--- src/pot_pkg.sv ---
// ----------------------------------------------------------------------------
// pot_pkg
// shared types, widths and helpers of the perceptron online trainer
// ----------------------------------------------------------------------------
package pot_pkg;

    localparam int FEAT_W     = 16;
    localparam int LR_W       = 16;
    localparam int FC_W       = 5;
    localparam int WEIGHT_W   = 32;
    localparam int ACC_W      = 56;
    localparam int MUL_A_W    = 17;
    localparam int MUL_B_W    = 32;
    localparam int PROD_W     = MUL_A_W + MUL_B_W;
    localparam int SAT_IN_W   = 49;
    localparam int CFG_IDX_W  = 2;
    localparam int CFG_DATA_W = 16;

    localparam logic [FC_W-1:0] FC_RESET = 5'd16;
    localparam logic [LR_W-1:0] LR_RESET = 16'd6554;

    typedef enum logic [1:0] {
        CMD_TRAIN   = 2'd0,
        CMD_PREDICT = 2'd1,
        CMD_CLEAR   = 2'd2
    } t_cmd;

    typedef enum logic [CFG_IDX_W-1:0] {
        REG_FEATURE_COUNT = 2'd0,
        REG_LEARNING_RATE = 2'd1
    } t_reg_idx;

    typedef enum logic [2:0] {
        ST_IDLE,
        ST_MUL,
        ST_ACC,
        ST_FIN,
        ST_UPD_RD,
        ST_UPD_MUL,
        ST_UPD_WR
    } t_state;

    typedef struct packed {
        logic [1:0]               cmd;
        logic signed [FEAT_W-1:0] feature;
        logic                     label;
    } t_in_item;

    typedef struct packed {
        logic                       predicted_class;
        logic                       weights_updated;
        logic signed [WEIGHT_W-1:0] activation;
    } t_out_item;

    typedef struct packed {
        logic in_ready;
        logic mac_mul;
        logic acc_en;
        logic fin;
        logic upd_rd;
        logic upd_mul;
        logic upd_wr;
    } t_ctrl;

    typedef struct packed {
        logic go;
        logic row_end;
        logic train_miss;
        logic out_free;
        logic upd_last;
    } t_status;

    function automatic logic signed [WEIGHT_W-1:0] sat32(
        input logic signed [SAT_IN_W-1:0] v
    );
        logic signed [SAT_IN_W-1:0] hi;
        logic signed [SAT_IN_W-1:0] lo;
        hi = SAT_IN_W'(32'sh7fff_ffff);
        lo = -SAT_IN_W'(32'sh7fff_ffff) - SAT_IN_W'(1);
        if (v > hi) begin
            return 32'sh7fff_ffff;
        end else if (v < lo) begin
            return 32'sh8000_0000;
        end
        return v[WEIGHT_W-1:0];
    endfunction

endpackage

--- src/pot_mul.sv ---
// ----------------------------------------------------------------------------
// pot_mul
// shared signed multiplier with registered product
// ----------------------------------------------------------------------------
module pot_mul (
    input  logic                               i_clk,
    input  logic                               i_en,
    input  logic signed [pot_pkg::MUL_A_W-1:0] i_a,
    input  logic signed [pot_pkg::MUL_B_W-1:0] i_b,
    output logic signed [pot_pkg::PROD_W-1:0]  o_prod
);
    import pot_pkg::*;

    logic signed [PROD_W-1:0] r_prod;

    always_ff @(posedge i_clk) begin
        if (i_en) begin
            r_prod <= PROD_W'(i_a) * PROD_W'(i_b);
        end
    end

    assign o_prod = r_prod;
endmodule

--- config.mk ---
export PLATFORM = sky130hd
export DESIGN_NAME = pot_mul
export DESIGN_NICKNAME = d
export VERILOG_FILES = /design/src/pot_pkg.sv /design/src/pot_mul.sv
export SDC_FILE = /design/constraint.sdc
export NUM_CORES = 2
export LEC_CHECK = 0
export ABC_AREA = 1
export BUFFER_PORTS_ARGS = -buffer_cell sky130_fd_sc_hd__buf_2
export CAP_MARGIN = 10
export CORE_ASPECT_RATIO = 1.4
export CORE_MARGIN = 1
export CORE_UTILIZATION = 60
export DETAILED_ROUTE_END_ITERATION = 6
export GPL_TIMING_DRIVEN = 0
export PLACE_DENSITY = 0.78
export SYNTH_ARGS = -nofsm -noshare
export SYNTH_HDL_FRONTEND = slang
export SYNTH_SLANG_ARGS = --single-unit
--- constraint.sdc ---
create_clock -name i_clk -period 8.4 [get_ports i_clk]
set_input_delay 0.84 -clock i_clk [delete_from_list [all_inputs] [get_ports i_clk]]
set_output_delay 0.84 -clock i_clk [all_outputs]
set_load 0.02 [all_outputs]
After elaboration in Yosys (flattened, before gate mapping)
Cells that the tools add are included.
{"block": "op_classes", "n_div": 0, "n_reduce_logical": 0, "add_sub_neg": 0, "mul": 1, "n_eq_ne": 0, "muxes": 0, "n_shift": 0, "order_cmp": 0, "bitwise": 0}
{"operator": "17-bit by 32-bit multiplier with 49-bit output", "n": 1}
{"block": "word_totals", "out_inout_bits": 49, "rom_bits": 0, "ff_bits": 49, "memories": 0, "elab_cells": 2, "inputBits": 51, "latchBits": 0, "mem_bits_rw": 0}

Logic depth before layout (Yosys ltp)
{"block": "depth", "word_depth": 1, "ltp_mapped": 29, "ltp_nobuf": 27}

Worst setup path before layout
No wires, ideal clock.
{"block": "synth_path", "path_kind": "input -> register", "from": "input i_b[31] (netlist bit)", "to": "register r_prod[46], in the netlist o_prod[46], data pin", "setup_time_ns": 0.254, "path_buffers": 2, "path_slack_ns": 2.220, "t_required_ns": 8.146, "path_stages": 20, "arrival_ns": 5.927, "cell_sequence": "clkbuf_1 -> clkbuf_1 -> nand2_1 -> fa_1 -> inv_1 -> fa_1 -> fa_1 -> fa_1 -> inv_1 -> fa_1 -> inv_1 -> fa_1 -> ha_1 -> nand2_1 -> nor3_2 -> nand2_1 -> nor2_2 -> nand2_1 -> nand4_1 -> nand2_1"}
{"block": "synth_via", "elab_chain_len": 1}
{"element": "start: declaration", "line": "pot_mul.sv:9", "rtl": "input logic signed [pot_pkg::MUL_B_W-1:0] i_b,"}
{"element": "17-bit by 32-bit multiplier with 49-bit output", "line": "pot_mul.sv:18", "rtl": "r_prod <= PROD_W'(i_a) * PROD_W'(i_b);"}
{"element": "end signal: assignment", "line": "pot_mul.sv:18"}
{"element": "end: declaration", "line": "pot_mul.sv:14", "rtl": "logic signed [PROD_W-1:0] r_prod;"}
Every way passes these cells.
A chain may end at the register's enable or synchronous reset.

Worst setup path after layout
{"block": "layout_path", "from": "input i_a[4] (netlist bit)", "to": "register r_prod[45], in the netlist o_prod[45], data pin"}
{"block": "layout_via", "elab_chain_len": 1}
{"element": "start: declaration", "line": "pot_mul.sv:8", "rtl": "input logic signed [pot_pkg::MUL_A_W-1:0] i_a,"}
{"element": "17-bit by 32-bit multiplier with 49-bit output", "line": "pot_mul.sv:18"}
Every way passes these cells.

==> summary.md <==
| Metric | Value |
|---|---|
| Worst Max-Slew Pin Slew | ~1.1 ns |
| TritonCTS clock tree | built |
| Commonest non-fill, non-tap cells in the layout | inv_1 (924), nand2_1 (881), fa_1 (521) |
| Worst min path class | input pin to flop |
| Critical Path Source Type | input pin |
| Syn nets | 3607 |
| Max reg flops | a little under 50 |
| Total gr overflow | 0 |
| Sum Neg Setup Slack | 0 ns |
| Mapped Cells | roughly 3000 |
| Failing checks | design-rule violations |
| First-pass GRT wire length | approximately 110000 µm |
| Final Cycle Share | between 80 and 90% |
| Fraction of layout cells with a size suffix above 1 | just over 6% |
| CTS Hold Bufs | 0 |
| Vias in the first global route | 20300 |
| Nets | ~3700 |
| Yosys cell types | 29 |
| WL per Instance | 19.6 µm |
| Area occupied by multi-input gates | 0.0169 mm² |
| Cell taking the most area after synthesis | fa_1 |
| Clock sink count | 49 |
| Vias per Instance | around 5.3 |
| Initial core utilization | 60.9% |
| Routability cong. | between 0.9 and 1 |
| Mean post-synth cell area | ~7.7 µm² |
| GRT Total Usage | ~38% |
| Slew Viols, Final | 0 |
| Register area share after synthesis | roughly 6.6% |
| Num ports | 100 |
| Mapped cell area | between 0.02 and 0.025 mm² |
| CTS H-tree depth | 2 |
| Vias | 18400 |
| Initial drt markers | 1485 |
| Port bufs | 67 |
| Ys Warns | 0 |
| Total Routed Length | 68000 µm |
| F_max | roughly 140 MHz |
| Share of the synthesized area in the top cell type | 46.6% |
| Pin count of the biggest net entering global routing | 50 |
| Post-CTS Resized | 0 |
| Critical Path AT | a little over 7 ns |
| Crit Path Max Fanout | 10 |
| Critical path class | input pin to flop |
| Hold Worst Slack | roughly 1.1 ns |
| CORE AREA | between 0.03 and 0.04 mm² |
| Status | complete, but fails checks |
| Tmin final | 7.19 ns |
| Num rows | a little over 80 |
| Most common cell after layout, fill and taps aside | inv_1 |
| Post-DRT Antenna Nets | 0 |
| Leading post-synthesis cells by cell area | fa_1 (47%), inv_1 (15%), nand2_1 (15%) |
| Die footprint | about 0.038 mm² |
| Slew headroom | between 20% and 30% |
| Fillers | about 3300 |
| RSZ-0062 raised after global routing | false |
| Register area | ~0.0015 mm² |
| Setup bufs post-CTS | 0 |
| Initial DRT Pass Iterations | 7 |
| Final hold vios | 0 |
| Initial antenna violation count | 0 |
| Max cap viols | 0 |
| Die Wd | between 150 and 200 µm |
| CTS Buf Count | 5 |
| WP data required | between 8 and 9 ns |
| Worst-path clk slew | approximately 0.07 ns |
| Final setup violating endpoints | 0 |
| Setup crit end kind | flop |
| Die Y | approximately 230 µm |
| Clock Tree Buf Depth | 2 |
| Hpwl dp | between 50000 and 60000 µm |
| Root Buffer | clkbuf_16 |
| Layout area overhead | 4.76% |
| #FFs+latches synth | 49 |
| Final routed DRC violation total | 34 |
metrics by stage:
stage	instance area [µm²]	instances	setup WS, ns	util [%]
CTS	23500	3462	1.39	63.8
detailed placement	23300	3454	1.09	63.4
floorplan	22400	2920	2.22	-
finish	23500	3463	1.21	63.8
global route	23500	3462	1.04	63.8
global placement	23300	3454	1.18	63.4
layout make-up:
cell class,count,share of cell area [%]
Multi-Input combinational cell,1812,72.2
Inverter,944,15.1
Sequential cell,49,6.27
Tap cell,467,2.49
Buffer,115,1.84
Timing Repair Buffer,67,1.43
Clock buffer,6,0.549
Clock inverter,2,0.0640
Antenna cell,1,0.0107
cell usage after synthesis:
| cell | count |
|---|---|
| nand3_1 | 58 |
| nand3_4 | 1 |
| nor3_2 | 6 |
| inv_1 | 924 |
| nor2_1 | 72 |
| xor2_1 | 20 |
| nand3_2 | 4 |
| ha_1 | 115 |
| a21oi_1 | 25 |
| nand3b_1 | 1 |
| nand2_4 | 4 |
| nand2_2 | 30 |
| clkbuf_1 | 115 |
| nand2_1 | 881 |
| nor3_1 | 1 |
| nor2_4 | 11 |
| a21oi_2 | 3 |
| clkinv_1 | 3 |
| inv_2 | 17 |
| nand4_1 | 14 |
| o21ai_1 | 1 |
| nor2_2 | 25 |
| or2_2 | 5 |
| o211ai_2 | 2 |
| edfxtp_1 | 49 |
| xnor2_1 | 5 |
| o21bai_1 | 6 |
| o21ai_0 | 1 |
| fa_1 | 521 |
metal layers:
| layer | up-vias | wire length, µm | track usage [%] |
|---|---|---|---|
| li1 | 8190 | - | - |
| met1 | 8935 | 22300 | 42.0 |
| met2 | 943 | 33100 | 64.8 |
| met3 | 353 | 5960 | 7.56 |
| met4 | 0 | 6680 | 29.9 |
| met5 | - | 0 | 0 |
worst paths after layout:
path | start | endpoint | slack, ns | depth (start not counted)
worst min-delay path | i_b[0] | o_prod[0]$_DFFE_PP_ | 1.10 | 3
worst max-delay path | i_a[4] | o_prod[45]$_DFFE_PP_ | 1.21 | 20
cell families (layout without fill, tap and decap cells):
logic type / count (synthesis) / in the layout / share of synthesized area [%]
compound gates: 38 / 38 / 1.03
xor+xnor: 25 / 25 / 0.978
fa+ha+maj: 636 / 636 / 53.0
buf+inv: 1059 / 1134 / 17.7
flops: 49 / 49 / 6.57
other cells: 0 / 1 / 0
simple gates: 1113 / 1113 / 20.7
worst max-delay path, stage by stage:
cell      delay [ns]
buf_2           0.25
clkbuf_1        0.82
nand2_1         0.11
inv_1           0.11
fa_1            0.51
fa_1            0.99
fa_1            0.56
fa_1            0.57
fa_1            0.43
fa_1            0.50
ha_1            0.43
nand2_1         0.12
nor2_2          0.17
inv_1           0.09
nor3_2          0.20
nand2_1         0.13
nor2_1          0.10
nand2_1         0.12
nand4_1         0.12
nand2_1         0.06
Power is not shown: default switching activity piles up to over one toggle a cycle in this logic, so the estimate is an artifact.
