## config.mk

```make
export PLATFORM = sky130hd
export DESIGN_NAME = pot_seq
export DESIGN_NICKNAME = d
export VERILOG_FILES = /design/src/pot_pkg.sv /design/src/pot_seq.sv
export SDC_FILE = /design/constraint.sdc
export NUM_CORES = 1
export LEC_CHECK = 0
export BUFFER_PORTS_ARGS = -buffer_cell sky130_fd_sc_hd__buf_2
export CAP_MARGIN = 15
export CORE_AREA = 2 2 39 41
export CTS_CLUSTER_DIAMETER = 120
export DETAILED_ROUTE_END_ITERATION = 16
export DIE_AREA = 0 0 41 43
export HOLD_SLACK_MARGIN = 0.05
export PLACE_DENSITY = 0.47
export RECOVER_POWER = 50
export SLEW_MARGIN = 15
export SYNTH_ARGS = -nofsm -noshare
export SYNTH_HDL_FRONTEND = slang
export SYNTH_SLANG_ARGS = --single-unit
```

## constraint.sdc

```tcl
create_clock -name i_clk -period 1.4 [get_ports i_clk]
set_input_delay 0.28 -clock i_clk [delete_from_list [all_inputs] [get_ports i_clk]]
set_output_delay 0.28 -clock i_clk [all_outputs]
set_load 0.01 [all_outputs]
```

## src/pot_pkg.sv

```systemverilog
// ----------------------------------------------------------------------------
// pot_pkg
// shared types, widths and helpers of the perceptron online trainer
// ----------------------------------------------------------------------------
package pot_pkg;

    localparam int FEAT_W     = 16;
    localparam int LR_W       = 16;
    localparam int FC_W       = 5;
    localparam int WEIGHT_W   = 32;
    localparam int ACC_W      = 56;
    localparam int MUL_A_W    = 17;
    localparam int MUL_B_W    = 32;
    localparam int PROD_W     = MUL_A_W + MUL_B_W;
    localparam int SAT_IN_W   = 49;
    localparam int CFG_IDX_W  = 2;
    localparam int CFG_DATA_W = 16;

    localparam logic [FC_W-1:0] FC_RESET = 5'd16;
    localparam logic [LR_W-1:0] LR_RESET = 16'd6554;

    typedef enum logic [1:0] {
        CMD_TRAIN   = 2'd0,
        CMD_PREDICT = 2'd1,
        CMD_CLEAR   = 2'd2
    } t_cmd;

    typedef enum logic [CFG_IDX_W-1:0] {
        REG_FEATURE_COUNT = 2'd0,
        REG_LEARNING_RATE = 2'd1
    } t_reg_idx;

    typedef enum logic [2:0] {
        ST_IDLE,
        ST_MUL,
        ST_ACC,
        ST_FIN,
        ST_UPD_RD,
        ST_UPD_MUL,
        ST_UPD_WR
    } t_state;

    typedef struct packed {
        logic [1:0]               cmd;
        logic signed [FEAT_W-1:0] feature;
        logic                     label;
    } t_in_item;

    typedef struct packed {
        logic                       predicted_class;
        logic                       weights_updated;
        logic signed [WEIGHT_W-1:0] activation;
    } t_out_item;

    typedef struct packed {
        logic in_ready;
        logic mac_mul;
        logic acc_en;
        logic fin;
        logic upd_rd;
        logic upd_mul;
        logic upd_wr;
    } t_ctrl;

    typedef struct packed {
        logic go;
        logic row_end;
        logic train_miss;
        logic out_free;
        logic upd_last;
    } t_status;

    function automatic logic signed [WEIGHT_W-1:0] sat32(
        input logic signed [SAT_IN_W-1:0] v
    );
        logic signed [SAT_IN_W-1:0] hi;
        logic signed [SAT_IN_W-1:0] lo;
        hi = SAT_IN_W'(32'sh7fff_ffff);
        lo = -SAT_IN_W'(32'sh7fff_ffff) - SAT_IN_W'(1);
        if (v > hi) begin
            return 32'sh7fff_ffff;
        end else if (v < lo) begin
            return 32'sh8000_0000;
        end
        return v[WEIGHT_W-1:0];
    endfunction

endpackage

```

## src/pot_seq.sv

```systemverilog
// ----------------------------------------------------------------------------
// pot_seq
// sequencer: element mac, row finish and weight update walk
// ----------------------------------------------------------------------------
module pot_seq (
    input  logic             i_clk,
    input  logic             i_rst_n,
    input  pot_pkg::t_status i_status,
    output pot_pkg::t_ctrl   o_ctrl
);
    import pot_pkg::*;

    t_state r_state;
    t_state n_state;

    always_ff @(posedge i_clk) begin
        if (!i_rst_n) begin
            r_state <= ST_IDLE;
        end else begin
            r_state <= n_state;
        end
    end

    always_comb begin
        n_state = r_state;
        case (r_state)
            ST_IDLE: begin
                if (i_status.go) begin
                    n_state = ST_MUL;
                end
            end
            ST_MUL: begin
                n_state = ST_ACC;
            end
            ST_ACC: begin
                n_state = i_status.row_end ? ST_FIN : ST_IDLE;
            end
            ST_FIN: begin
                if (i_status.out_free) begin
                    n_state = i_status.train_miss ? ST_UPD_RD : ST_IDLE;
                end
            end
            ST_UPD_RD: begin
                n_state = ST_UPD_MUL;
            end
            ST_UPD_MUL: begin
                n_state = ST_UPD_WR;
            end
            ST_UPD_WR: begin
                n_state = i_status.upd_last ? ST_IDLE : ST_UPD_RD;
            end
            default: begin
                n_state = ST_IDLE;
            end
        endcase
    end

    always_comb begin
        o_ctrl = '0;
        case (r_state)
            ST_IDLE:    o_ctrl.in_ready = 1'b1;
            ST_MUL:     o_ctrl.mac_mul  = 1'b1;
            ST_ACC:     o_ctrl.acc_en   = 1'b1;
            ST_FIN:     o_ctrl.fin      = 1'b1;
            ST_UPD_RD:  o_ctrl.upd_rd   = 1'b1;
            ST_UPD_MUL: o_ctrl.upd_mul  = 1'b1;
            ST_UPD_WR:  o_ctrl.upd_wr   = 1'b1;
            default:    o_ctrl = '0;
        endcase
    end
endmodule
```

==> Word-level counts from Yosys, hierarchy flattened <==
Cells that the tools add are included.
Widths: inputs -> output; s select.
{ "classes": {"reduce_logical": 2, "eq_ne": 8, "n_mux": 13} }
{ "ops": {"columns": ["operator", "n"], "rows": [
  ["$pmux 3 s7", 1],
  ["$mux 3", 4],
  ["$eq 3x3->1 const B", 3],
  ["$mux 1", 7],
  ["$eq 3x2->1 const B", 2],
  ["$ne 2x2->1 const B", 2],
  ["$eq 3x1->1 const B", 1],
  ["$logic_not 3->1", 1],
  ["$mux 2", 1],
  ["$reduce_and 2->1", 1]
]} }
{ "word_totals": {"register_bits": 3, "output_inout_bits": 7, "inputBits": 7} }

==> Depth between registers and ports, before layout <==
Gate-level depths: netlist of run 1.
{ "depth": {"word_depth": 3, "depth_mapped": 4} }

==> Worst setup path before layout of run 1 <==
Ideal clock, no wire load.
{ "synth_timing": {"kind": "reg2out", "startpoint": "register r_state[0]", "endpoint": "output o_ctrl[1] (netlist bit)", "path_slack_ps": 290, "required_time_ps": 1120, "arrival_time_ps": 830, "stages_incl_launch_ff": 3, "path_buffers": 1, "cell_sequence": "dfxtp_1 buf_4 nor3b_1"} }
{ "synth_lines": {"columns": ["element", "line", "text"], "rows": [
  ["start: declaration", "pot_seq.sv:13", "t_state r_state;"],
  ["start signal: assignment", "pot_seq.sv:20", "r_state <= n_state;"],
  ["end: declaration", "pot_seq.sv:9", "output pot_pkg::t_ctrl o_ctrl"]
]} }

==> results of run 1 <==
==> path summary, 6_finish.rpt <==
check | to | slack (ps) | start
setup / recovery | o_ctrl[2] | 90 | r_state[2]
hold / removal | r_state[0] | 300 | i_rst_n
setup reg to reg | r_state[2] | 220 | r_state[1]
hold reg to reg | r_state[1] | 550 | r_state[0]
==> per-stage QoR <==
stage          cells  instance area, µm²
3_5_place_dp      57                 297
6_report          61                 327
3_3_place_gp      57                 297
2_1_floorplan     30                 230
5_1_grt           61                 327
4_1_cts           61                 325
==> worst reg2reg max path, delay by kind of cell (launching register included) <==
kind                   cells  cell delay, ps
AOI/OAI and AO/OA          1             460
buffers and inverters      1             150
and+or+nand+nor            1              90
DFF                        1             360
==> placed cells by master, fill, tap and decap left out, types with 2 or more instances in the layout <==
cell type | netlist | final
buf_2 | 0 | 13
nand2_1 | 3 | 3
nor2_1 | 4 | 3
nor3_1 | 3 | 3
o21ai_0 | 3 | 3
clkbuf_4 | 0 | 3
dfxtp_2 | 0 | 2
==> repair_timing <==
item / 4_1_cts / 5_1_grt
endpoints found under the setup margin: 5 / 5
resized for setup: 2 / 4
gates cloned: 0 / 0
==> kinds of logic after synthesis <==
family                 synth area share, %
flip-flops                            26.1
AO/OA/AOI/OAI                         29.4
AND/OR/NAND/NOR                       31.5
buffers and inverters                 13.0
==> Yosys cell counts <==
| library cell | count | area, µm² |
|---|---|---|
| nor2_1 | 4 | 15.0 |
| o41ai_2 | 1 | 16.3 |
| nand2_1 | 3 | 11.3 |
| a21boi_1 | 1 | 7.51 |
| and2_1 | 1 | 6.26 |
| buf_6 | 1 | 11.3 |
| dfxtp_1 | 3 | 60.1 |
| buf_4 | 2 | 15.0 |
| o2111ai_1 | 1 | 8.76 |
| a32oi_1 | 1 | 8.76 |
| a21oi_1 | 1 | 5.00 |
| o21ai_0 | 3 | 15.0 |
| nor3_1 | 3 | 15.0 |
| a31oi_1 | 1 | 6.26 |
| nor3b_1 | 2 | 15.0 |
| inv_1 | 1 | 3.75 |
| and3b_2 | 1 | 10.0 |
==> area by class of cell <==
type | instances | area share (%)
Multi-Input combinational cell | 23 | 42.9
Timing Repair Buffer | 14 | 21.5
Sequential cell | 3 | 20.3
Tap cell | 16 | 6.13
Inverter | 1 | 1.15
Clock buffer | 4 | 8.05
==> report_power, final <==
| part | total [mW] | leakage [nW] | internal, mW | switching, mW |
|---|---|---|---|---|
| clock | 0.154 | 0.0150 | 0.107 | 0.0473 |
| combinational | 0.0644 | 0.101 | 0.0335 | 0.0309 |
| sequential | 0.109 | 0.0261 | 0.0920 | 0.0166 |
| total | 0.327 | 0.142 | 0.233 | 0.0948 |
==> per-layer routing <==
layer  global-route usage [%]  vias up  routed length (µm)
li1                         -      138                   -
met1                     10.6      120                 238
met2                     11.6        5                 326
met3                     4.71        0                  21
met4                     12.0        0                   0
met5                        0        -                   0
==> impl_metrics.csv, run 1 <==
group,metric,value,unit
power_and_ir_drop,peakVddDrop,0.000301,V
layout,multi_input_area,140,µm²
clock_network,cts_buffers,3,
layout,fillers,166,
floorplanning,floorplan.rows,14,
global_routing,grt_usage,9.74,%
timing,setup_viol,0,
timing,holdWs,299,ps
setup_path,critPathArrivalTime,1030,ps
setup_path,critPathTopFamily,"flip-flops",
hold_path,worstHoldPathCells,2,
yosys,ys_ff_latch,3,
layout,top_register,"r_state",
clock_network,tritoncts,"yes",
yosys,ys_seq_area_share,26.1,%
global_routing,grt_pass1_wl,1.04,mm
layout,final_nets,53,
hold_path,hp-class,"primary input to flop",
global_routing,grt_pass1_vias,251,
global_routing,grt_max_degree,14,
clock_network,clockBufferDepth,2,
clock_network,holdBufCountCts,0,
routing,vias,263,
layout,n_antenna_cell,0,
floorplanning,core-area,1380,µm²
setup_path,slowest_stage,"dfxtp_4",
routing,drc,0,
routing,ant_nets,0,
placed_design,gp_congestion,0.768,
power_and_ir_drop,p_leak,0.142,nW
placed_design,pre_cts_ws,126,ps
setup_path,critPathBufInv,2,
layout,drive_above_1_share,51.1,%
setup_path,cp_max_fo,11,
global_routing,antenna_found_initial,0,
routing,wl_per_cell,9.61,µm
floorplanning,die_h,43,µm
routing,drt_iter0_markers,0,
floorplanning,dieArea,1760,µm²
yosys,synthDistinctLibCells,17,
yosys,ys_warn_count,0,
global_routing,overflow,0,
clock_network,cts_root_buf,"clkbuf_4",
setup_path,endpoint_kind,"primary output",
layout,largestRegisters,"r_state x3",
timing,max_freq,763,MHz
setup_path,crit_required,1120,ps
floorplanning,io_pins,14,
routing,avgViaCountPerCell,4.31,
power_and_ir_drop,power,327,µW
clock_network,postCtsSetupBuffers,0,
power_and_ir_drop,p_per_area,1000,nW/µm²
timing,timing.setup.tns,0,ps
layout,syn2layout_area_growth,41.8,%
yosys,synth_cells,30,
placed_design,hpwl,462,µm
run_status,status,"complete, no violations",
setup_path,worstPathCellList,"inv_1 > nor3_1 > buf_2",
layout,largest_reg_flops,3,
setup_path,worst-path-stages,3,
yosys,syn_avg_cell_area,7.67,µm²
timing,period_needed,1310,ps
timing,slew_headroom,69.5,%
timing,period_share,93.6,%
layout,seqCellArea,66.3,µm²
yosys,syn_area,230,µm²
clock_network,clkLatencyLatePin,230,ps
floorplanning,fp.dieW,41,µm
timing,worstMarginPinSlew,451,ps
timing,slew_viol_final,0,
floorplanning,start_util,16.6,%
setup_path,setup.worst_path.class,"flop to primary output",
clock_network,clock-sinks,3,
setup_path,reg2reg_depth,3,
timing,rsz0062_at_grt,"no",
placed_design,numPortBuffers,13,
job,cap_violations,0,
setup_path,slowest_delay,390,ps
timing,setup_ws,89.5,ps
routing,drtPass1Iterations,1,
timing,clock_skew,4.78,ps
clock_network,h-tree-depth,1,
timing,finalHoldViolCount,0,
setup_path,startpoint_type,"flop",
routing,totalWireLength,586,µm
clock_network,clkSlewWorstSetupHoldPaths,40,ps
layout,final_util,23.6,%
yosys,syn_nets,37,
No activity file was read; power rests on OpenSTA's default activity.
==> inputs of run 2 (changes only) <==
--- a/config.mk
+++ b/config.mk
@@ -5,14 +5,14 @@
 export SDC_FILE = /design/constraint.sdc
 export NUM_CORES = 1
 export LEC_CHECK = 0
-export BUFFER_PORTS_ARGS = -buffer_cell sky130_fd_sc_hd__buf_2
 export CAP_MARGIN = 15
 export CORE_AREA = 2 2 39 41
 export CTS_CLUSTER_DIAMETER = 120
 export DETAILED_ROUTE_END_ITERATION = 16
 export DIE_AREA = 0 0 41 43
+export DONT_BUFFER_PORTS = 1
 export HOLD_SLACK_MARGIN = 0.05
-export PLACE_DENSITY = 0.47
+export PLACE_DENSITY = 0.38
 export RECOVER_POWER = 50
 export SLEW_MARGIN = 15
 export SYNTH_ARGS = -nofsm -noshare
==> run 2 against run 1 <==
  * Sequential share of layout area rose by 5.2 points
  * Die area is the same
  * First-iteration DRC count grew 1
  * Sequential cell count did not move
  * Count of clock-buffer cells in the layout unchanged
  * Sequential power about the same
  * Critical path depth stayed put
  * Register-to-register slack improved by 20 ps
  * Clock power about the same
  * Global-route usage fell by 1.3 points
  * Largest cell class unchanged
  * Highest routed layer unchanged
==> impl_metrics.csv, run 2 (synthesis gave the netlist of run 1 again) <==
group,metric,value,unit
global_routing,grt_max_degree,15,
layout,top_register,"r_state",
routing,totalWireLength,579,µm
routing,avgViaCountPerCell,4.43,
layout,fin_cells,49,
clock_network,clock-sinks,3,
placed_design,hpwl,423,µm
floorplanning,core-area,1380,µm²
timing,clock_skew,3.35,ps
layout,layout_commonest_cell,"nor2_1",
placed_design,pre_cts_ws,189,ps
clock_network,holdBufCountCts,0,
layout,largestRegisters,"r_state x3",
routing,vias,217,
routing,ant_nets,0,
power_and_ir_drop,power,306,µW
timing,slew_viol_final,0,
timing,rsz0062_at_grt,"no",
layout,syn2layout_area_growth,17.4,%
timing,max_freq,755,MHz
routing,drt_iter0_markers,1,
placed_design,numPortBuffers,0,
clock_network,clkLatencyLatePin,230,ps
clock_network,clockBufferDepth,2,
global_routing,grt_pass1_vias,231,
job,cap_violations,0,
clock_network,tritoncts,"yes",
setup_path,endpoint_kind,"primary output",
timing,finalHoldViolCount,0,
floorplanning,start_util,16.6,%
power_and_ir_drop,p_leak,0.0918,nW
clock_network,cts_root_buf,"clkbuf_4",
setup_path,crit_path_end,"o_ctrl[4]",
floorplanning,die_h,43,µm
power_and_ir_drop,peakVddDrop,0.000293,V
setup_path,critPathArrivalTime,1040,ps
floorplanning,io_pins,14,
power_and_ir_drop,p_per_area,1130,nW/µm²
hold_path,hp-class,"primary input to flop",
global_routing,overflow,0,
layout,largest_reg_flops,3,
timing,setup_ws,75.3,ps
clock_network,postCtsSetupBuffers,0,
floorplanning,dieArea,1760,µm²
timing,setup_viol,0,
floorplanning,floorplan.rows,14,
setup_path,reg2reg_depth,3,
layout,drive_above_1_share,27.3,%
clock_network,clkSlewWorstSetupHoldPaths,40,ps
run_status,status,"complete, no violations",
setup_path,r2r-end,"r_state[1]",
floorplanning,fp.dieW,41,µm
layout,fillers,161,
hold_path,worstHoldPathCells,1,
clock_network,h-tree-depth,1,
clock_network,cts_buffers,3,
timing,timing.setup.tns,0,ps
timing,worstMarginPinSlew,399,ps
layout,layout_common_cells,"4 x nor2_1, 3 x nand2_1, 3 x nor3_1, 3 x o21ai_0, 3 x clkbuf_4",
routing,wl_per_cell,11.8,µm
layout,n_antenna_cell,0,
placed_design,gp_congestion,0.616,
routing,drtPass1Iterations,2,
global_routing,grt_pass1_wl,945,µm
timing,period_needed,1320,ps
layout,final_nets,41,
global_routing,antenna_found_initial,0,
setup_path,r2r_slack,240,ps
global_routing,grt_usage,8.42,%
setup_path,startpoint,"r_state[2]",
setup_path,cp_max_fo,8,
setup_path,crit_required,1120,ps
setup_path,startpoint_type,"flop",
routing,drc,0,
placed_design,dp_cells,45,
timing,period_share,94.6,%
setup_path,setup.worst_path.class,"flop to primary output",
setup_path,rr_startpoint,"r_state[2]",
timing,slew_headroom,73.1,%
==> run 2: timing repair <==
action / in CTS / in global routing
hold endpoints to repair: 0 / 0
setup endpoints to repair: 3 / 1
gates resized for setup: 4 / 2
==> run 2: how the worst min path moves through the flow <==
stage,startpoint,to,slack (ps)
2_1_floorplan,i_rst_n,r_state[1],400
3_3_place_gp,i_rst_n,r_state[2],420
3_5_place_dp,i_rst_n,r_state[2],420
4_1_cts,i_rst_n,r_state[2],160
5_1_grt,i_rst_n,r_state[0],180
6_report,i_rst_n,r_state[0],190
==> run 2: critical path, stage by stage, from the launching register on <==
cell and delay [ps]:
dfxtp_4 360, buf_4 140, nor2_1 110, and2_1 200
==> run 2: cell type report <==
type                    count  area, µm²  area share, %
well taps                  16       20.0           7.41
inverters                   1       3.75           1.39
clock buffers               4       26.3           9.72
flip-flops and latches      3       68.8           25.5
multi-input cells          23        136           50.5
repair buffers              2       15.0           5.56
==> run 2: stage by stage <==
stage / cell area, µm² / util [%] / hold slack [ps]
after CTS: 274 / 19.8 / 158
after global routing: 270 / 19.5 / 181
final: 270 / 19.5 / 190
after detailed placement: 239 / 17.3 / 419
after floorplan: 230 / - / 399
after global placement: 239 / 17.3 / 420
==> run 2: routing by layer <==
layer,part of all wire (%),GRT usage [%],vias to the layer above
li1,-,-,115
met1,38,7.99,98
met2,55,12.8,4
met3,6.2,3.14,0
met4,0,8.00,0
met5,0,0,-
==> run 2: power by group <==
part	switching, mW	internal, mW
registers	0.0187	0.0917
clock network	0.0490	0.107
logic	0.0219	0.0178
