$ cat config.mk
export PLATFORM = sky130hd
export DESIGN_NAME = pot_ram
export DESIGN_NICKNAME = d
export VERILOG_FILES = /design/src/pot_ram.sv
export SDC_FILE = /design/constraint.sdc
export NUM_CORES = 1
export LEC_CHECK = 0
export ABC_AREA = 0
export BUFFER_PORTS_ARGS = -buffer_cell sky130_fd_sc_hd__buf_2
export CORE_ASPECT_RATIO = 0.5
export CORE_MARGIN = 2
export CORE_UTILIZATION = 50
export DETAILED_ROUTE_END_ITERATION = 7
export HOLD_SLACK_MARGIN = 0.02
export MAX_ROUTING_LAYER = met4
export PLACE_DENSITY_LB_ADDON = 0.1
export SLEW_MARGIN = 30
export SYNTH_ARGS = -nofsm -noshare
export SYNTH_HDL_FRONTEND = slang
export SYNTH_SLANG_ARGS = --single-unit
$ cat constraint.sdc
create_clock -name i_clk -period 2.45 [get_ports i_clk]
set_input_delay 0.245 -clock i_clk [delete_from_list [all_inputs] [get_ports i_clk]]
set_output_delay 0.245 -clock i_clk [all_outputs]
set_load 0.05 [all_outputs]
$ cat src/pot_ram.sv
// ----------------------------------------------------------------------------
// pot_ram
// generic simple dual-port ram, one write and one registered read port
// ----------------------------------------------------------------------------
module pot_ram #(
    parameter int WIDTH = 16,
    parameter int DEPTH = 16,
    parameter int AW    = (DEPTH > 1) ? $clog2(DEPTH) : 1
) (
    input  logic             i_clk,
    input  logic             i_we,
    input  logic [AW-1:0]    i_waddr,
    input  logic [WIDTH-1:0] i_wdata,
    input  logic             i_re,
    input  logic [AW-1:0]    i_raddr,
    output logic [WIDTH-1:0] o_rdata
);
    logic [WIDTH-1:0] r_mem [DEPTH];
    logic [WIDTH-1:0] r_rdata;

    always_ff @(posedge i_clk) begin
        if (i_we) begin
            r_mem[i_waddr] <= i_wdata;
        end
        if (i_re) begin
            r_rdata <= r_mem[i_raddr];
        end
    end

    assign o_rdata = r_rdata;
endmodule

# ---- Word level (Yosys, flattened, before mapping)
# Memories as Yosys holds them, arrays and structs flattened. A register that Yosys moved wholly into a read port is not among the register bits.
# Index checks and enable logic that the tools add are counted.
dict set report totals {
  ff_bits 0
  ramBits 256
  inputBits 27
  n_memories 1
}
dict set report op_classes {
  muxes 2
}
# name words word_bits rd rd_ports_with_merged_regs wr line
set memory_table {}
lappend memory_table {r_mem 16 16 1 1 1 18} ;# logic [WIDTH-1:0] r_mem [DEPTH];
# operator count
set op_table {}
lappend op_table {{1-bit two-way mux} 2}

# ---- Logic depth before layout (Yosys ltp)
# Gate-level depths: netlist of the first run.
dict set report depth {
  word_depth 2
  depth_mapped 5
}

# ---- Worst setup path after synthesis of the first run
# Ideal clock, no wire load.
dict set report synth_timing {
  kind {input to register}
  start {input i_waddr[2]}
  end {memory r_mem[0][0] (enable)}
  setup_time_ns 0.409
  arrival_time_ns 1.891
  required_time_ns 2.041
  slack_ns 0.150
  cell_stages 2
  n_path_buf 0
  path_cell_list {or3b_2 -> nor3_1}
}
# item line
set synth_lines {}
lappend synth_lines {{start, declared} 12} ;# input logic [AW-1:0] i_waddr,
lappend synth_lines {{end, declared} 18}
# Straight into the memory's write port.

==> results of run 1 <==
[per-layer routing]
metal  share of wire (%)  global-route usage, %  vias up
met5                   0                      -        -
met4                 1.3                   3.88        0
met3                 5.0                   3.40       24
met2                  46                   30.6      133
met1                  48                   33.2     2552
li1                    -                      -     2013
[worst paths after layout]
path	start	end	slack (ns)	cells after the start
worst min-delay path	i_wdata[3]	r_mem[11][3]	0.11	1
worst max-delay path	i_raddr[0]	o_rdata[6]	0.97	5
worst max register to register	r_mem[10][6]	o_rdata[6]	0.98	3
worst min register to register	r_mem[14][0]	o_rdata[0]	0.74	3
[cell type report]
cell class | instances | area, um2 | area share (%)
multi-input combinational | 139 | 1980 | 16.9
clock buffer | 35 | 642 | 5.49
tap | 266 | 333 | 2.85
timing repair buffer | 74 | 528 | 4.52
clock inverter | 6 | 36.3 | 0.311
sequential | 272 | 8170 | 69.9
[where the power goes]
part / total, mW / switching (mW) / internal [mW] / leakage (nW)
Sequential: 5.27 / 0.0257 / 5.24 / 2.47
Combinational: 0.548 / 0.348 / 0.199 / 0.992
Clock: 3.35 / 1.53 / 1.81 / 0.326
Total: 9.16 / 1.91 / 7.25 / 3.79
[placed cells by master (no fill, tap or decap)]
cell type  Yosys  layout
edfxtp_1     272     272
mux4_2        54      54
buf_2          3      41
a22oi_1       32      32
buf_4          3      27
clkbuf_16      0      24
nand2_1       17      17
nor2_2         0      12
clkbuf_1       8      11
mux4_1        10      10
buf_12         0       6
nor3_2         0       4
clkinv_1       0       4
nor2b_4        0       2
nand3b_1       2       2
nand2b_1       2       2
and2_1         1       1
nor2_1        13       1
nand3_1        1       1
or3b_2         1       1
clkinv_8       0       1
clkinv_2       0       1
[sequential cells by signal (all words and copies together) (netlist names)]
register and flops:
o_rdata 16, r_mem 256
[critical path: stages]
cell and delay, ns:
buf_4 0.25, buf_12 0.26, mux4_1 0.58, a22oi_1 0.28, nand2_1 0.08
[cell families after synthesis]
| kind of cell | count (synthesis) |
|---|---|
| and+or+nand+nor | 43 |
| buffers and inverters | 21 |
| AOI/OAI and AO/OA | 32 |
| muxes | 64 |
| DFF | 272 |
[metrics by stage]
| step | cells | worst slack [ns] | total power, mW | utilization (%) |
|---|---|---|---|---|
| CTS | 792 | 0.954 | 9.23 | 59.2 |
| detailed placement | 751 | 0.427 | 5.92 | 55.8 |
| finish | 792 | 0.973 | 9.16 | 59.2 |
| global route | 792 | 0.842 | 9.45 | 59.2 |
| global placement | 751 | 0.437 | 5.91 | 55.7 |
| floorplan | 432 | 0.150 | 5.70 | - |
==> results.ini, run 1 <==
[timing]
whs_ns=0.106
fmax_ghz=0.677
final-hold-violation-count=0
tightestPinTransition_ns=0.677
finalSetupViolCount=0
fin_skew_ns=0.0186
rsz0062_at_grt=no
timing.final.crit_period_ns=1.48
fin_tns_setup_ns=0
relSlewSlack_pct=54.8
final_max_slew_viol_count=0
finalCritPeriodShare_pct=60.3

[detailed_routing]
via_per_inst=5.96
drc=0
postRouteWirelength_mm=21.3
routed-via-count=4722
routedWlPerCell_um=26.9
first_pass_iters=5
drt-initial-drc-count=540
ant_nets=0

[power_and_ir_drop]
powerDensity_mw_per_mm2=784
ir_drop_mv=0.398
p_leak_nw=3.79

[yosys]
synth_top_cells_by_area=edfxtp_1, mux4_2, mux4_1
synth_edf_count=272
synth_compound_area_share_pct=2.35
syn_nets=459
synth_adder_area_share_pct=0
synth-xor-area-share_pct=0
synth_top_area_cell=edfxtp_1
async_flop_share_pct=0
synth_area_mm2=0.0102
synth_top_area_share_pct=80.0
synthTopCellsByCount=edfxtp_1, mux4_2, a22oi_1, nand2_1, nor2_1
synth-simple-area-share_pct=1.89
synth_ff_type=edfxtp_1
synth_top_family_by_area=multiplexers
synth_area_per_cell_um2=23.6
synth.most_common_cell=edfxtp_1
synth_cell_types=18
synth_seq_area_share_pct=80.0
ys_warn_count=0
synthCells=432
synthMuxAreaShare_pct=14.5
ys_ff_latch=272

[finish]
nFillCells=1426
nets=538
area_delta_synth_final_pct=14.5
diodes=0
design_area_mm2=0.0117
drive_gt1_share_pct=32.9

[cts]
postCtsHoldBufs=0
cts-root-buf=clkbuf_16
cts_resized=0
path_clk_slew_ns=0.06
cts_setup_buffers=0
cts_tree=done
ctsLongestPathBuffers=3
htree_num_levels=1
cts-buffers-inserted=24
worstSkewPairLatency_ns=0.52
numClockSinks=272

[die]
dieArea_mm2=0.0216
die_h_um=105
ios=43
die_w_um=206
core_mm2=0.0197
row_count=36
start_util_pct=51.7

[setup_path]
arrival_ns=1.72
worstSetupStartpointType=primary input
crit_path_end_kind=flip-flop
crit_type=in -> reg
cp_max_fo=24
required_ns=2.70

[global_routing]
grt_antenna_before_repair=0
grt_pass1_vias=4838
track_usage_pct=21.4
grt_pass1_wl_mm=31.8
grt_overflow=0
grt_max_degree=30

[run]
maxCapViolations=0

[placement]
placed_area_mm2=0.0110
hpwl_mm=12.3
gp_congestion=0.735
io_buffer_count=42

[status]
status=completed

[worst_hold_path]
min-delay-path-class=in -> reg

Power figures use the tool's default switching activity.
==> inputs of run 2 (changes only) <==
==> constraint.sdc (replaced) <==
create_clock -name i_clk -period 1.4 [get_ports i_clk]
set_input_delay 0.14 -clock i_clk [delete_from_list [all_inputs] [get_ports i_clk]]
set_output_delay 0.14 -clock i_clk [all_outputs]
set_load 0.05 [all_outputs]
==> results.ini, run 2 (synthesis gave the netlist of run 1 again) <==
[cts]
cts-buffers-inserted=24  ; unchanged
numClockSinks=272  ; unchanged
cts-root-buf=clkbuf_16  ; unchanged
ctsLongestPathBuffers=3  ; unchanged
cts_tree=done  ; unchanged
htree_num_levels=1  ; unchanged
worstSkewPairLatency_ns=0.51  ; was 0.52 ns
path_clk_slew_ns=0.06  ; about the same
cts_setup_buffers=0  ; unchanged

[setup_path]
rrSetupSlack_ns=0.02  ; was 0.98 ns
rr_endpoint=o_rdata[0]  ; was o_rdata[6]
cp_max_fo=1  ; was 24
crit_path_end_kind=flip-flop  ; unchanged
startpoint=r_mem[2][0]  ; was i_raddr[0]
endpoint=o_rdata[0]  ; was o_rdata[6]
crit_type=reg -> reg  ; was in -> reg
rr_worst_depth=3  ; unchanged
worstSetupStartpointType=flip-flop  ; was primary input
arrival_ns=1.64  ; was 1.72 ns
required_ns=1.66  ; was 2.70 ns
rr_startpoint=r_mem[2][0]  ; was r_mem[10][6]

[finish]
most-common-layout-cells=edfxtp_1, mux4_2, buf_2  ; unchanged
final_common_cell=edfxtp_1  ; unchanged
nets=567  ; was 538
diodes=0  ; unchanged
drive_gt1_share_pct=38.0  ; was 32.9%
area_delta_synth_final_pct=20.4  ; was 14.5%
largest_register=r_mem  ; unchanged
postLayoutCoreUtil_pct=62.3  ; was 59.2%
nFillCells=1370  ; was 1426
seq_area_mm2=0.00817  ; unchanged
multi_input_area_mm2=0.00202  ; was 0.00198 mm2
largest_register_ffs=256  ; unchanged

[detailed_routing]
postRouteWirelength_mm=20.8  ; was 21.3 mm
drc=0  ; unchanged
first_pass_iters=5  ; unchanged
ant_nets=0  ; unchanged
routed-via-count=4873  ; was 4722
via_per_inst=5.94  ; was 5.96
routedWlPerCell_um=25.4  ; was 26.9 um
drt-initial-drc-count=483  ; was 540

[power_and_ir_drop]
clkPwrFrac_pct=37.2  ; was 36.5%
combPwrFrac_pct=6.7  ; was 6.0%
powerDensity_mw_per_mm2=1340  ; was 784 mW/mm2
p_int_mw=13.1  ; was 7.25 mW
p_sw_share_pct=20.5  ; was 20.8%
ir_drop_mv=0.727  ; was 0.398 mV
net-switching-power_mw=3.37  ; was 1.91 mW
p_leak_nw=3.98  ; was 3.79 nW
seq_power_share_pct=56.1  ; was 57.5%

[global_routing]
grt_antenna_before_repair=0  ; unchanged
grt_util_met3_pct=3.18  ; was 3.40%
busiest_layer=met1  ; unchanged
track_usage_pct=20.7  ; was 21.4%
grt_overflow=0  ; unchanged
grt_pass1_wl_mm=31.0  ; was 31.8 mm
grt_pass1_vias=5020  ; was 4838
grt_util_met1_pct=32.7  ; was 33.2%
grtUsageMet2_pct=29.3  ; was 30.6%
grt_max_degree=22  ; was 30

[timing]
final_max_slew_viol_count=0  ; unchanged
finalSetupViolCount=0  ; unchanged
fmax_ghz=0.723
timing.final.crit_period_ns=1.38
tightestPinTransition_ns=0.318  ; was 0.677 ns
final-hold-violation-count=0  ; unchanged
rsz0062_at_grt=yes  ; was no
fin_skew_ns=0.00829  ; was 0.0186 ns
relSlewSlack_pct=78.8  ; was 54.8%
whs_ns=0.0660  ; was 0.106 ns
finalCritPeriodShare_pct=98.9

[die]
core_mm2=0.0197  ; unchanged
dieArea_mm2=0.0216  ; unchanged
row_count=36  ; unchanged
start_util_pct=51.7  ; unchanged
die_h_um=105  ; unchanged
die_w_um=206  ; unchanged
ios=43  ; unchanged

[placement]
gp_congestion=0.686  ; was 0.735
io_buffer_count=42  ; unchanged
hpwl_mm=11.6  ; was 12.3 mm

[status]
status=completed  ; unchanged

[run]
maxCapViolations=0  ; unchanged

[worst_hold_path]
hold_depth=2  ; was 1
min-delay-path-class=in -> reg  ; unchanged

## run 2: changes by cell type in the layout (fill, tap and decap cells not counted), sizes merged
cell,delta
clkbuf,-4
bufinv,+1
buf,+13
dlygate4sd3,+16
clkinv,+3
## run 2: worst max-delay path: stages (launching register included)
cell and delay [ns]:
edfxtp_1 0.38, mux4_2 0.48, a22oi_1 0.19, nand2_1 0.08
## run 2: worst min-delay path by stage
stage | start | end | slack, ns
after CTS | i_re | o_rdata[0] | 0.05
after detailed placement | i_wdata[4] | r_mem[1][4] | 0.52
after global routing | i_re | o_rdata[2] | 0.06
final | i_re | o_rdata[0] | 0.07
after floorplan | i_wdata[0] | r_mem[0][0] | 0.24
after global placement | i_wdata[11] | r_mem[6][11] | 0.52
## run 2: stage by stage
step	cell area, um2	std cells	total power, mW	TNS [ns]	setup WS, ns
after CTS	12200	821	16.6	0	0.000153
after detailed placement	11300	764	10.5	-4.46	-0.272
after floorplan	10300	432	10.0	-13.31	-0.261
after global placement	11300	764	10.4	-4.03	-0.250
after global routing	12300	821	16.9	-0.214	-0.0378
final	12300	821	16.4	0	0.0160
## run 2: cell type report
type | instances | area share, %
clock buffers | 31 | 5.28
clock inverters | 10 | 0.560
multi-input cells | 139 | 16.4
flip-flops and latches | 272 | 66.5
well taps | 266 | 2.71
repair buffers | 103 | 8.54
## run 2: power by group through the flow
stage	sequential [mW]	clock [mW]	combinational, mW
6_report	9.21	6.12	1.11
5_1_grt	9.22	6.53	1.19
4_1_cts	9.22	6.23	1.11
3_5_place_dp	9.39	0	1.06
3_3_place_gp	9.38	0	1.05
2_1_floorplan	9.52	0	0.477
## run 2: layer usage
layer	wire length, um	share of wire [%]	vias to the layer above
li1	-	-	2059
met3	1550	7.4	25
met5	0	0	-
met1	9860	47	2626
met4	277	1.3	0
met2	9130	44	163
## run 2: repair_timing
item,CTS,global route
pin swaps,2,11
hold buffers,16,0
endpoints found under the setup margin,5,14
resized for setup,5,10
hold endpoints to repair,256,0
==> inputs of run 3 (changes only) <==
--- a/config.mk
+++ b/config.mk
@@ -6,11 +6,11 @@
 export NUM_CORES = 1
 export LEC_CHECK = 0
 export ABC_AREA = 0
-export BUFFER_PORTS_ARGS = -buffer_cell sky130_fd_sc_hd__buf_2
 export CORE_ASPECT_RATIO = 0.5
 export CORE_MARGIN = 2
 export CORE_UTILIZATION = 50
 export DETAILED_ROUTE_END_ITERATION = 7
+export DONT_BUFFER_PORTS = 1
 export HOLD_SLACK_MARGIN = 0.02
 export MAX_ROUTING_LAYER = met4
 export PLACE_DENSITY_LB_ADDON = 0.1
==> results.ini, run 3 (synthesis gave the netlist of run 1 again) <==
[placement]
place_ws_ns=-0.0275  ; was -0.272 ns
hpwl_mm=10.8  ; was 11.6 mm
gp_congestion=0.745  ; was 0.686
io_buffer_count=0  ; was 42

[worst_hold_path]
hold_path_startpoint=i_raddr[1]  ; was i_re
min-delay-path-class=in -> reg  ; unchanged

[timing]
fin_tns_setup_ns=0  ; unchanged
finalCritPeriodShare_pct=98.2  ; was 98.9%
layout_setup_ws_ns=0.0246  ; was 0.0160 ns
final_max_slew_viol_count=0  ; unchanged
finalSetupViolCount=0  ; unchanged
timing.final.crit_period_ns=1.38  ; about the same
tightestPinTransition_ns=0.569  ; was 0.318 ns
relSlewSlack_pct=62.0  ; was 78.8%
final-hold-violation-count=0  ; unchanged
fmax_ghz=0.727  ; was 0.723 GHz
fin_skew_ns=0.00769  ; was 0.00829 ns
rsz0062_at_grt=yes  ; unchanged

[die]
row_count=36  ; unchanged
dieArea_mm2=0.0216  ; unchanged
start_util_pct=51.7  ; unchanged
die_h_um=105  ; unchanged
core_mm2=0.0197  ; unchanged
die_w_um=206  ; unchanged
ios=43  ; unchanged

[cts]
numClockSinks=272  ; unchanged
path_clk_slew_ns=0.06  ; about the same
cts-buffers-inserted=24  ; unchanged
cts-root-buf=clkbuf_16  ; unchanged
cts_tree=done  ; unchanged
htree_num_levels=1  ; unchanged
ctsLongestPathBuffers=3  ; unchanged
worstSkewPairLatency_ns=0.52  ; was 0.51 ns

[detailed_routing]
drc=0  ; unchanged
drt-initial-drc-count=478  ; was 483
via_per_inst=6.17  ; was 5.94
postRouteWirelength_mm=21.2  ; was 20.8 mm
first_pass_iters=5  ; unchanged
routedWlPerCell_um=27.9  ; was 25.4 um
routed-via-count=4670  ; was 4873
ant_nets=0  ; unchanged

[setup_path]
cp_max_fo=1  ; unchanged
crit_path_end_kind=flip-flop  ; unchanged
required_ns=1.65  ; was 1.66 ns
worstSetupStartpointType=flip-flop  ; unchanged
arrival_ns=1.63  ; was 1.64 ns
crit_type=reg -> reg  ; unchanged
startpoint=r_mem[9][3]  ; was r_mem[2][0]
rr_startpoint=r_mem[9][3]  ; was r_mem[2][0]

[finish]
drive_gt1_share_pct=30.3  ; was 38.0%
largest_register=r_mem  ; unchanged
nets=508  ; was 567
diodes=0  ; unchanged
most-common-layout-cells=edfxtp_1, mux4_2, clkbuf_16  ; was edfxtp_1, mux4_2, buf_2
final_common_cell=edfxtp_1  ; unchanged
area_delta_synth_final_pct=15.8  ; was 20.4%
largest_register_ffs=256  ; unchanged

[run]
maxCapViolations=0  ; unchanged

[power_and_ir_drop]
p_leak_nw=3.66  ; was 3.98 nW
powerDensity_mw_per_mm2=1360  ; was 1340 mW/mm2
ir_drop_mv=0.753  ; was 0.727 mV

[global_routing]
grt_pass1_wl_mm=30.8  ; was 31.0 mm
grt_pass1_vias=4789  ; was 5020
grt_max_degree=65  ; was 22
grt_antenna_before_repair=0  ; unchanged
track_usage_pct=20.8  ; was 20.7%
grt_overflow=0  ; unchanged

[status]
status=completed  ; unchanged

-- run 3: cell types whose count changed in the layout (fill, tap and decap cells not counted) --
cell	previous run	this run
buf_4	19	4
clkinv_1	5	3
buf_2	41	0
a22oi_1	19	16
clkbuf_1	6	3
dlygate4sd3_1	16	22
inv_8	0	1
buf_12	27	18
bufinv_16	1	0
clkinvlp_4	0	1
clkinv_2	4	3
a22oi_2	13	16
nor3_4	4	3
nor3_2	0	1
-- run 3: layout make-up --
| class | count | area, um2 |
|---|---|---|
| timing repair buffer | 44 | 611 |
| fill | 1370 | 7910 |
| clock buffer | 28 | 637 |
| sequential | 272 | 8170 |
| tap | 266 | 333 |
| multi-input combinational | 139 | 2030 |
| clock inverter | 8 | 45.0 |
-- run 3: through the flow --
| stage | hold slack (ns) | utilization (%) | std cells | total power, mW | cell area [um2] |
|---|---|---|---|---|---|
| final | 0.0387 | 59.9 | 757 | 16.0 | 11800 |
| after global routing | 0.0289 | 59.9 | 757 | 16.5 | 11800 |
| after CTS | 0.0229 | 59.7 | 757 | 16.2 | 11800 |
| after detailed placement | 0.239 | 54.8 | 697 | 10.1 | 10800 |
| after global placement | 0.240 | 54.8 | 697 | 10.0 | 10800 |
| after floorplan | 0.239 | - | 432 | 10.0 | 10300 |
-- run 3: worst paths after layout --
path / to / slack, ns / cells past startpoint
setup reg to reg: o_rdata[3] / 0.02 / 3
hold / removal: o_rdata[3] / 0.04 / 3
hold reg to reg: o_rdata[14] / 0.76 / 3
setup / recovery: o_rdata[3] / 0.02 / 3
-- run 3: power by group --
part           total, mW  switching (mW)  internal (mW)
clock               5.93            2.71           3.22
combinational      0.750           0.390          0.359
sequential          9.37           0.190           9.18
total               16.0            3.29           12.8
-- run 3: repair_timing --
| item | 4_1_cts | 5_1_grt |
|---|---|---|
| setup buffers | 0 | 0 |
| pin swaps | 3 | 10 |
| hold buffers | 24 | 0 |
| resized for setup | 6 | 12 |
| hold endpoints to repair | 347 | 0 |
| setup endpoints to repair | 6 | 13 |
-- run 3: critical path, stage by stage, from the launching register on --
cell      delay (ns)
edfxtp_1        0.38
mux4_2          0.47
a22oi_2         0.18
nand2_1         0.10
-- run 3: layer usage --
metal	part of all wire, %	track usage [%]	vias to the layer above
met2	43	27.7	200
met1	47	33.0	2498
met3	8.4	4.68	34
met5	0	-	-
li1	-	-	1938
met4	1.7	4.39	0
